[config.mk]
export PLATFORM = sky130hd
export DESIGN_NAME = top_k_strongest_sources
export DESIGN_NICKNAME = d
export VERILOG_FILES = /design/src/hw/rtl/tkss_pkg.sv /design/src/hw/rtl/top_k_strongest_sources.sv /design/src/hw/rtl/tkss_ctrl.sv /design/src/hw/rtl/tkss_dp.sv
export VERILOG_INCLUDE_DIRS = /design/src /design/src/hw/rtl
export SDC_FILE = /design/constraint.sdc
export NUM_CORES = 2
export LEC_CHECK = 0
export BUFFER_PORTS_ARGS = -buffer_cell sky130_fd_sc_hd__buf_2
export CAP_MARGIN = 25
export CORE_ASPECT_RATIO = 1.5
export CORE_MARGIN = 3
export CORE_UTILIZATION = 57
export DETAILED_ROUTE_END_ITERATION = 8
export PLACE_DENSITY = 0.71
export RECOVER_POWER = 25
export SLEW_MARGIN = 25
export SYNTH_ARGS = -nofsm -noshare
export SYNTH_HDL_FRONTEND = slang
export SYNTH_SLANG_ARGS = --single-unit
[constraint.sdc]
create_clock -name i_clk -period 25.8 [get_ports i_clk]
set_clock_uncertainty 0.05 [all_clocks]
set_input_delay 3.87 -clock i_clk [delete_from_list [all_inputs] [get_ports i_clk]]
set_output_delay 3.87 -clock i_clk [all_outputs]
set_load 0.01 [all_outputs]
[src/hw/rtl/top_k_strongest_sources_defines.svh]
// ----------------------------------------------------------------------------
// top_k_strongest_sources_defines.svh
// Assertion macros shared by the top-k source tracker modules
// ----------------------------------------------------------------------------
`ifndef TOP_K_STRONGEST_SOURCES_DEFINES_SVH
`define TOP_K_STRONGEST_SOURCES_DEFINES_SVH

// checked property, masked while reset is held
`define TKSS_ASSERT(lbl, clk, rst_n, prop, msg) \
    lbl: assert property (@(posedge clk) disable iff (!rst_n) prop) else $error(msg);

// checked property, also during reset
`define TKSS_ASSERT_ALWAYS(lbl, clk, prop, msg) \
    lbl: assert property (@(posedge clk) prop) else $error(msg);

`endif

[src/hw/rtl/tkss_pkg.sv]
// ----------------------------------------------------------------------------
// tkss_pkg
// Types and constants of the top-k strongest sources tracker
// ----------------------------------------------------------------------------
`default_nettype none

package tkss_pkg;

    localparam logic signed [7:0] EMPTY_STRENGTH = -8'sd101;

    typedef enum logic [1:0] {
        KIND_OBSERVE = 2'd0,
        KIND_READ    = 2'd1,
        KIND_CLEAR   = 2'd2,
        KIND_UNUSED  = 2'd3
    } t_kind;

    typedef enum logic [1:0] {
        ACT_NONE     = 2'd0,
        ACT_RAISED   = 2'd1,
        ACT_INSERTED = 2'd2,
        ACT_DONE     = 2'd3
    } t_action;

    typedef enum logic [2:0] {
        ST_IDLE,
        ST_SCAN,
        ST_DECIDE,
        ST_PLACE,
        ST_UPDATE,
        ST_CLEAR,
        ST_EMIT
    } t_state;

    typedef struct packed {
        logic               filled;
        logic signed [7:0]  strength;
        logic [47:0]        mac;
        logic [31:0]        stamp;
    } t_slot;

    localparam t_slot EMPTY_SLOT = '{
        filled:   1'b0,
        strength: EMPTY_STRENGTH,
        mac:      48'd0,
        stamp:    32'd0
    };

    // controller to datapath
    typedef struct packed {
        logic    capture;
        logic    scan_step;
        logic    place_init;
        logic    place_step;
        logic    update;
        logic    clear;
        logic    set_act;
        t_action act;
        logic    emit;
    } t_cmd;

    // datapath to controller
    typedef struct packed {
        t_kind kind;
        logic  hit;
        logic  found;
        logic  scan_last;
        logic  place_last;
        logic  better;
        logic  out_free;
    } t_sts;

endpackage

`default_nettype wire

[src/hw/rtl/top_k_strongest_sources.sv]
// ----------------------------------------------------------------------------
// top_k_strongest_sources
// Table of the strongest sources seen, kept sorted by signal strength
// ----------------------------------------------------------------------------
// One item is in work at a time. An observe item walks the table one slot a
// cycle through its single read port, looking for its MAC and the weakest
// slot and stopping early at its MAC. If it is stronger than the slot it
// would replace, it walks the table again for the insertion point before the
// whole table shifts in the update state. A read goes straight to the result;
// a clear empties the table first. The result sits in an output register, so
// the next item is taken while the previous result waits; a result load
// waits only while that register is still held by a stall.
`default_nettype none

module top_k_strongest_sources #(
    parameter int TABLE_ENTRIES = 8
) (
    input  logic                i_clk,
    input  logic                i_rst_n,
    input  logic                i_in_valid,
    output logic                o_in_stall,
    input  logic [1:0]          i_kind,
    input  logic signed [7:0]   i_strength,
    input  logic [47:0]         i_source_mac,
    input  logic [31:0]         i_seen_time,
    input  logic [2:0]          i_read_rank,
    output logic                o_out_valid,
    input  logic                i_out_stall,
    output logic [1:0]          o_action,
    output logic [2:0]          o_rank,
    output logic                o_entry_valid,
    output logic signed [7:0]   o_entry_strength,
    output logic [47:0]         o_entry_mac,
    output logic [31:0]         o_entry_time
);
    import tkss_pkg::*;

    t_cmd w_cmd;
    t_sts w_sts;

    tkss_ctrl u_ctrl (
        .i_clk      (i_clk),
        .i_rst_n    (i_rst_n),
        .i_in_valid (i_in_valid),
        .o_in_stall (o_in_stall),
        .i_sts      (w_sts),
        .o_cmd      (w_cmd)
    );

    tkss_dp #(
        .TABLE_ENTRIES (TABLE_ENTRIES)
    ) u_dp (
        .i_clk            (i_clk),
        .i_rst_n          (i_rst_n),
        .i_cmd            (w_cmd),
        .o_sts            (w_sts),
        .i_kind           (i_kind),
        .i_strength       (i_strength),
        .i_source_mac     (i_source_mac),
        .i_seen_time      (i_seen_time),
        .i_read_rank      (i_read_rank),
        .i_out_stall      (i_out_stall),
        .o_out_valid      (o_out_valid),
        .o_action         (o_action),
        .o_rank           (o_rank),
        .o_entry_valid    (o_entry_valid),
        .o_entry_strength (o_entry_strength),
        .o_entry_mac      (o_entry_mac),
        .o_entry_time     (o_entry_time)
    );

endmodule

`default_nettype wire

[src/hw/rtl/tkss_ctrl.sv]
// ----------------------------------------------------------------------------
// tkss_ctrl
// Sequencer of the top-k tracker: scan, decide, place, update, clear, emit
// ----------------------------------------------------------------------------
`default_nettype none
`include "top_k_strongest_sources_defines.svh"

module tkss_ctrl (
    input  logic           i_clk,
    input  logic           i_rst_n,
    input  logic           i_in_valid,
    output logic           o_in_stall,
    input  tkss_pkg::t_sts i_sts,
    output tkss_pkg::t_cmd o_cmd
);
    import tkss_pkg::*;

    t_state r_state;
    t_state n_state;

    always_ff @(posedge i_clk) begin
        if (!i_rst_n) begin
            r_state <= ST_IDLE;
        end else begin
            r_state <= n_state;
        end
    end

    always_comb begin
        n_state    = r_state;
        o_cmd      = '0;
        o_cmd.act  = ACT_NONE;
        o_in_stall = 1'b1;
        case (r_state)
            ST_IDLE: begin
                o_in_stall = 1'b0;
                if (i_in_valid) begin
                    o_cmd.capture = 1'b1;
                    o_cmd.set_act = 1'b1;
                    case (i_sts.kind)
                        KIND_OBSERVE: begin
                            o_cmd.act = ACT_NONE;
                            n_state   = ST_SCAN;
                        end
                        KIND_READ: begin
                            o_cmd.act = ACT_DONE;
                            n_state   = ST_EMIT;
                        end
                        KIND_CLEAR: begin
                            o_cmd.act = ACT_DONE;
                            n_state   = ST_CLEAR;
                        end
                        default: begin
                            o_cmd.act = ACT_NONE;
                            n_state   = ST_EMIT;
                        end
                    endcase
                end
            end
            ST_SCAN: begin
                o_cmd.scan_step = 1'b1;
                if (i_sts.hit || i_sts.scan_last) begin
                    n_state = ST_DECIDE;
                end
            end
            ST_DECIDE: begin
                o_cmd.place_init = 1'b1;
                o_cmd.set_act    = 1'b1;
                if (i_sts.better) begin
                    o_cmd.act = i_sts.found ? ACT_RAISED : ACT_INSERTED;
                    n_state   = ST_PLACE;
                end else begin
                    o_cmd.act = ACT_NONE;
                    n_state   = ST_EMIT;
                end
            end
            ST_PLACE: begin
                o_cmd.place_step = 1'b1;
                if (i_sts.place_last) begin
                    n_state = ST_UPDATE;
                end
            end
            ST_UPDATE: begin
                o_cmd.update = 1'b1;
                n_state      = ST_EMIT;
            end
            ST_CLEAR: begin
                o_cmd.clear = 1'b1;
                n_state     = ST_EMIT;
            end
            ST_EMIT: begin
                if (i_sts.out_free) begin
                    o_cmd.emit = 1'b1;
                    n_state    = ST_IDLE;
                end
            end
            default: begin
                n_state = ST_IDLE;
            end
        endcase
    end

    `TKSS_ASSERT(a_emit_needs_room, i_clk, i_rst_n, o_cmd.emit |-> i_sts.out_free, "result loaded while output register is held")
    `TKSS_ASSERT(a_busy_after_accept, i_clk, i_rst_n, (i_in_valid && !o_in_stall) |=> o_in_stall, "second transfer taken while an item is in work")
    `TKSS_ASSERT(a_update_then_emit, i_clk, i_rst_n, (r_state == ST_UPDATE) |=> (r_state == ST_EMIT), "table update not followed by result")

endmodule

`default_nettype wire

[src/hw/rtl/tkss_dp.sv]
// ----------------------------------------------------------------------------
// tkss_dp
// Datapath of the top-k tracker: slot table, scan registers, output register
// ----------------------------------------------------------------------------
`default_nettype none
`include "top_k_strongest_sources_defines.svh"

module tkss_dp #(
    parameter int TABLE_ENTRIES = 8
) (
    input  logic                i_clk,
    input  logic                i_rst_n,
    input  tkss_pkg::t_cmd      i_cmd,
    output tkss_pkg::t_sts      o_sts,
    input  logic [1:0]          i_kind,
    input  logic signed [7:0]   i_strength,
    input  logic [47:0]         i_source_mac,
    input  logic [31:0]         i_seen_time,
    input  logic [2:0]          i_read_rank,
    input  logic                i_out_stall,
    output logic                o_out_valid,
    output logic [1:0]          o_action,
    output logic [2:0]          o_rank,
    output logic                o_entry_valid,
    output logic signed [7:0]   o_entry_strength,
    output logic [47:0]         o_entry_mac,
    output logic [31:0]         o_entry_time
);
    import tkss_pkg::*;

    localparam int IDX_W = $clog2(TABLE_ENTRIES);
    localparam logic [IDX_W-1:0] LAST_IDX  = IDX_W'(TABLE_ENTRIES - 1);
    localparam logic [IDX_W-1:0] PLACE_END = IDX_W'(TABLE_ENTRIES - 2);

    t_slot              r_slot [TABLE_ENTRIES];
    t_slot              w_next [TABLE_ENTRIES];

    t_kind              r_kind;
    logic signed [7:0]  r_s;
    logic [47:0]        r_mac;
    logic [31:0]        r_t;
    logic [2:0]         r_rr;
    t_action            r_act;
    logic               r_found;
    logic [IDX_W-1:0]   r_cnt;
    logic [IDX_W-1:0]   r_vic;
    logic signed [7:0]  r_vic_s;
    logic [IDX_W-1:0]   r_pos;

    logic               r_out_valid;
    logic [1:0]         r_o_action;
    logic [2:0]         r_o_rank;
    logic               r_o_valid;
    logic signed [7:0]  r_o_strength;
    logic [47:0]        r_o_mac;
    logic [31:0]        r_o_time;

    logic [IDX_W-1:0]   w_addr;
    t_slot              w_rd;
    t_slot              w_new;
    logic               w_hit;
    logic               w_rr_in;
    logic [7:0]         w_pos8;
    logic               w_out_free;

    t_action            w_res_action;
    logic [2:0]         w_res_rank;
    t_slot              w_res;

    // single table read port: scan slot, shifted slot while placing, else read rank
    always_comb begin
        if (i_cmd.place_step) begin
            w_addr = (r_cnt < r_vic) ? r_cnt : r_cnt + IDX_W'(1);
        end else if (i_cmd.scan_step) begin
            w_addr = r_cnt;
        end else begin
            w_addr = IDX_W'(r_rr);
        end
    end

    assign w_rd       = r_slot[w_addr];
    assign w_hit      = w_rd.filled && (w_rd.mac == r_mac);
    assign w_rr_in    = (8'(r_rr) < 8'(TABLE_ENTRIES));
    assign w_pos8     = 8'(r_pos);
    assign w_out_free = !r_out_valid || !i_out_stall;

    assign w_new = '{filled: 1'b1, strength: r_s, mac: r_mac, stamp: r_t};

    // each slot takes from itself, a neighbor or the new entry: remove victim, then put the new entry at r_pos
    for (genvar g = 0; g < TABLE_ENTRIES; g++) begin : g_slot
        localparam int UP = (g + 1 < TABLE_ENTRIES) ? g + 1 : g;
        localparam int DN = (g > 0) ? g - 1 : g;
        localparam logic [IDX_W-1:0] SLOT_IDX = IDX_W'(g);
        localparam logic [IDX_W-1:0] DN_IDX   = IDX_W'(DN);

        always_comb begin
            if (SLOT_IDX < r_pos) begin
                w_next[g] = (SLOT_IDX < r_vic) ? r_slot[g] : r_slot[UP];
            end else if (SLOT_IDX == r_pos) begin
                w_next[g] = w_new;
            end else begin
                w_next[g] = (DN_IDX < r_vic) ? r_slot[DN] : r_slot[g];
            end
        end
    end

    always_ff @(posedge i_clk) begin
        if (!i_rst_n || i_cmd.clear) begin
            for (int i = 0; i < TABLE_ENTRIES; i++) begin
                r_slot[i] <= EMPTY_SLOT;
            end
        end else if (i_cmd.update) begin
            for (int i = 0; i < TABLE_ENTRIES; i++) begin
                r_slot[i] <= w_next[i];
            end
        end
    end

    // item registers and scan state
    always_ff @(posedge i_clk) begin
        if (i_cmd.capture) begin
            r_kind  <= t_kind'(i_kind);
            r_s     <= i_strength;
            r_mac   <= i_source_mac;
            r_t     <= i_seen_time;
            r_rr    <= i_read_rank;
            r_found <= 1'b0;
            r_cnt   <= '0;
        end else if (i_cmd.scan_step) begin
            r_cnt <= r_cnt + IDX_W'(1);
            if (w_hit) begin
                r_found <= 1'b1;
                r_vic   <= r_cnt;
                r_vic_s <= w_rd.strength;
            end else if ((r_cnt == '0) || ($signed(w_rd.strength) < $signed(r_vic_s))) begin
                // lowest index holding the minimum
                r_vic   <= r_cnt;
                r_vic_s <= w_rd.strength;
            end
        end else if (i_cmd.place_init) begin
            r_cnt <= '0;
            r_pos <= '0;
        end else if (i_cmd.place_step) begin
            r_cnt <= r_cnt + IDX_W'(1);
            if ($signed(w_rd.strength) >= $signed(r_s)) begin
                r_pos <= r_cnt + IDX_W'(1);
            end
        end
    end

    always_ff @(posedge i_clk) begin
        if (i_cmd.set_act) begin
            r_act <= i_cmd.act;
        end
    end

    // result selection
    always_comb begin
        w_res_action = r_act;
        w_res_rank   = 3'd0;
        w_res        = EMPTY_SLOT;
        case (r_act)
            ACT_RAISED, ACT_INSERTED: begin
                w_res_rank = (w_pos8 > 8'd7) ? 3'd7 : w_pos8[2:0];
                w_res      = w_new;
            end
            ACT_DONE: begin
                if (r_kind == KIND_READ) begin
                    w_res_rank = r_rr;
                    if (w_rr_in) begin
                        w_res = w_rd;
                    end
                end
            end
            default: begin
                w_res = EMPTY_SLOT;
            end
        endcase
    end

    always_ff @(posedge i_clk) begin
        if (!i_rst_n) begin
            r_out_valid <= 1'b0;
        end else if (i_cmd.emit) begin
            r_out_valid <= 1'b1;
        end else if (!i_out_stall) begin
            r_out_valid <= 1'b0;
        end
    end

    always_ff @(posedge i_clk) begin
        if (i_cmd.emit) begin
            r_o_action   <= w_res_action;
            r_o_rank     <= w_res_rank;
            r_o_valid    <= w_res.filled;
            r_o_strength <= w_res.strength;
            r_o_mac      <= w_res.mac;
            r_o_time     <= w_res.stamp;
        end
    end

    assign o_out_valid      = r_out_valid;
    assign o_action         = r_o_action;
    assign o_rank           = r_o_rank;
    assign o_entry_valid    = r_o_valid;
    assign o_entry_strength = r_o_strength;
    assign o_entry_mac      = r_o_mac;
    assign o_entry_time     = r_o_time;

    always_comb begin
        o_sts            = '0;
        o_sts.kind       = t_kind'(i_kind);
        o_sts.hit        = w_hit;
        o_sts.found      = r_found;
        o_sts.scan_last  = (r_cnt == LAST_IDX);
        o_sts.place_last = (r_cnt == PLACE_END);
        o_sts.better     = ($signed(r_s) > $signed(r_vic_s));
        o_sts.out_free   = w_out_free;
    end

    `TKSS_ASSERT(a_out_from_emit, i_clk, i_rst_n, $rose(r_out_valid) |-> $past(i_cmd.emit), "output valid raised without a result load")
    `TKSS_ASSERT(a_head_sorted, i_clk, i_rst_n, $signed(r_slot[0].strength) >= $signed(r_slot[1].strength), "table head out of order")
    `TKSS_ASSERT(a_touched_valid, i_clk, i_rst_n, (i_cmd.emit && (r_act == ACT_RAISED || r_act == ACT_INSERTED)) |=> o_entry_valid, "touched entry reported as empty")

endmodule

`default_nettype wire
==> flow_summary.json <==
{
  "cts_made_buffers": 94,
  "critPathLaunch": "u_ctrl.r_state[1]$_SDFFE_PN0P_",
  "vias_per_cell": 7.067,
  "io_buffers": 192,
  "chipWidth_um": 269.9,
  "drc_errors": 0,
  "dpl_worst_slack_ns": 18.13,
  "crit_type": "register to register",
  "power_mw": 8.015,
  "crit_fanout": 90,
  "final-setup-viol-count": 0,
  "syn_area_per_cell_sq_um": 9.479,
  "fin_ws_ns": 10.75,
  "netSwitchingPower_mw": 3.677,
  "synth_seq_area_share": 0.4643,
  "synth.ff_latch_count": 923,
  "ios": 193,
  "dieHeight_um": 401.8,
  "hp-start": "u_dp.o_out_valid$_SDFFE_PN0P_",
  "worst_path_most_repeated_cell": "clkbuf_1",
  "clk_path_buf_depth": 3,
  "ctsHoldBuffers": 0,
  "synth_area_leader_cell": "edfxtp_1",
  "ctsResizeCount": 0,
  "violations": "max-capacitance violations, max-slew violations",
  "final_nets": 6104,
  "final-hold-violation-count": 0,
  "drv_slew": 759,
  "cellPowerDensity_mw_per_mm2": 125.6,
  "crit_slowest_cell": "clkbuf_1",
  "synth_ff_type": "edfxtp_1",
  "vias": 52600,
  "grt_pass1_wl_um": 305200,
  "postCtsSetupBuffers": 0,
  "fin_tns_setup_ns": 0,
  "most-common-layout-cells": "nor2_1 (1112), edfxtp_1 (915), a211oi_1 (687), nand2_1 (629), mux2i_1 (538)",
  "coreArea_sq_mm": 0.1032,
  "drtAntennaViolNets": 0,
  "ir_worst_vdd_v": 0.0001101,
  "worst_ep_arrival_time_ns": 15.34,
  "synth_top_area_share": 0.4616,
  "grt-ovfl-total": 0,
  "status": "finished, violations left",
  "start_util": 0.5766,
  "p_seq_frac": 0.339,
  "ys_top_cells_by_area": "edfxtp_1 (46%), mux2i_1 (9.0%), a211oi_1 (8.7%), nor2_1 (7.0%), nand2_1 (4.0%)",
  "die_area_sq_mm": 0.1084,
  "relSlewSlack": -3.564,
  "yosys.cell_types.count": 75,
  "clockPowerShare": 0.182,
  "netlist_area_sq_mm": 0.05953,
  "cts.sink_count": 923,
  "cts_tree": "built",
  "yosysWarnings": 0,
  "syn_inst": 6280,
  "place_hpwl_um": 114500,
  "rows": 144,
  "post_drt_wl_per_cell_um": 27.59,
  "p_sw_frac": 0.4587,
  "cap_viol_max_count": 16,
  "cpPeakStageDelay_ns": 4.79,
  "reg2reg_from": "u_ctrl.r_state[1]$_SDFFE_PN0P_",
  "post-route-period-util": 0.5835,
  "drt-initial-drc-count": 6982,
  "htree_levels": 3,
  "area_delta_synth_final_pct": 7.214,
  "combPwrFrac": 0.480,
  "clock-root-buffer": "clkbuf_16",
  "dr.pass1.iters": 9,
  "synth_edf_count": 915,
  "ys_async_sr_fraction": 0,
  "crit_chain": "clkbuf_1, nor2b_1, mux2_1, clkbuf_1, nor2_8, clkbuf_1, nand3_1, a31oi_1, xnor2_1, nor3_1, nand4_1, a21oi_2",
  "end_kind": "register",
  "grt_usage": 0.3631,
  "cp.required_ns": 26.09,
  "antenna_cells": 0,
  "antenna_found_initial": 2,
  "min_period_ns": 15.05,
  "tightestPinTransition_ns": 6.846,
  "p_leak_nw": 23.36,
  "final_util": 0.6182,
  "totalWireLength_um": 205300,
  "startpoint_type": "register",
  "clk_pin_slew_ns": 0.06,
  "final_common_cell": "nor2_1",
  "rsz0062_at_grt": "false",
  "fmax_mhz": 66.43,
  "p_int_mw": 4.338,
  "insertion_delay_ns": 0.74,
  "syn_nets": 6410,
  "gp_congestion": 0.8835,
  "grt_pass1_vias": 50570,
  "layout-drive-gt1-share": 0.1194,
  "grt_max_degree": 208,
  "hp-class": "register to register"
}
==> power by group through the flow <==
stage,registers (mW),clock network [mW],logic (mW)
final,2.71,1.46,3.85
after global routing,2.76,1.52,4.09
after CTS,2.68,1.46,3.73
after detailed placement,2.71,0,3.70
after global placement,2.70,0,3.63
after floorplan,2.70,0,2.66
==> synthesized netlist by cell type (all sizes together), types with 5 or more instances <==
master / number
a221oi: 87
xor2: 23
nand3b: 8
nor2: 1117
nand3: 252
ha: 33
nor3: 10
edfxtp: 915
a32o: 6
a31oi: 5
xnor2: 18
o221a: 83
nor2b: 11
mux2: 181
nand4: 13
o21a: 7
mux2i: 540
clkbuf: 559
a211oi: 688
dfxtp: 8
nand2b: 8
nand2: 634
o22ai: 33
buf: 146
o221ai: 11
a221o: 18
a21oi: 460
and3: 85
a2bb2oi: 15
o21ai: 101
a31o: 6
o2111a: 72
o211ai: 8
a22oi: 21
a32oi: 24
inv: 32
==> cell type report <==
cell class                      instances  area (sq um)
Timing Repair Buffer                  303          1927
Fill cell                            8676         39420
Clock buffer                          114          2490
Multi-Input combinational cell       4620         29220
Tap cell                             1387          1735
Inverter                               32         120.1
Clock inverter                         63         690.7
Sequential cell                       923         27640
==> logic make-up (layout without fill, tap and decap cells) <==
group	Yosys count	in the layout	share of synthesized area
AOI/OAI and AO/OA	1667	1667	0.2003
xor gates and xnor gates	41	41	0.006032
adders and majority gates	33	33	0.006936
buffers and inverters	737	512	0.04807
DFF	923	923	0.4643
muxes	721	721	0.1255
and+or+nand+nor	2158	2158	0.1489
==> state kept, by name, indices dropped and copies added (netlist names), 2 cells and up <==
register               cells
u_dp.r_slot              712
u_dp.o_entry_mac          48
u_dp.r_mac                48
u_dp.o_entry_time         32
u_dp.r_t                  32
u_dp.o_entry_strength      8
u_dp.r_s                   8
u_dp.r_vic_s               8
u_ctrl.r_state             3
u_dp.o_rank                3
u_dp.r_cnt                 3
u_dp.r_pos                 3
u_dp.r_rr                  3
u_dp.r_vic                 3
u_dp.o_action              2
u_dp.r_act                 2
u_dp.r_kind                2
==> per-stage QoR <==
step                instances  instance area [sq um]  hold slack [ns]
floorplan                6280                  59530           0.4043
global placement         7257                  60610           0.4340
detailed placement       7262                  60720           0.4518
CTS                      7439                  63900           0.4629
global route             7442                  63820           0.4708
finish                   7442                  63820           0.4511
==> worst paths after layout <==
| path | end | slack, ns | cells past startpoint |
|---|---|---|---|
| worst max-delay path | u_dp.r_vic_s[7]$_DFFE_PP_ | 10.75 | 12 |
| worst min-delay path | u_dp.o_out_valid$_SDFFE_PN0P_ | 0.45 | 2 |
| worst max register to register | u_dp.r_vic_s[7]$_DFFE_PP_ | 10.75 | 12 |
| worst min register to register | u_dp.o_out_valid$_SDFFE_PN0P_ | 0.45 | 2 |
==> routing by layer <==
| metal | GRT usage | share of wire |
|---|---|---|
| met3 | 0.06769 | 0.10 |
| met2 | 0.5891 | 0.46 |
| met1 | 0.4426 | 0.36 |
| met5 | 0 | 0.000068 |
| met4 | 0.2423 | 0.073 |
==> critical path: cells and delay by family (launching register included) <==
kind | cells | cell delay [ns]
AOI/OAI and AO/OA | 2 | 1.46
muxes | 1 | 0.80
buffers and inverters | 3 | 8.10
DFF | 1 | 1.10
and+or+nand+nor | 5 | 2.87
xor gates and xnor gates | 1 | 0.26
Power figures use the tool's default switching activity.
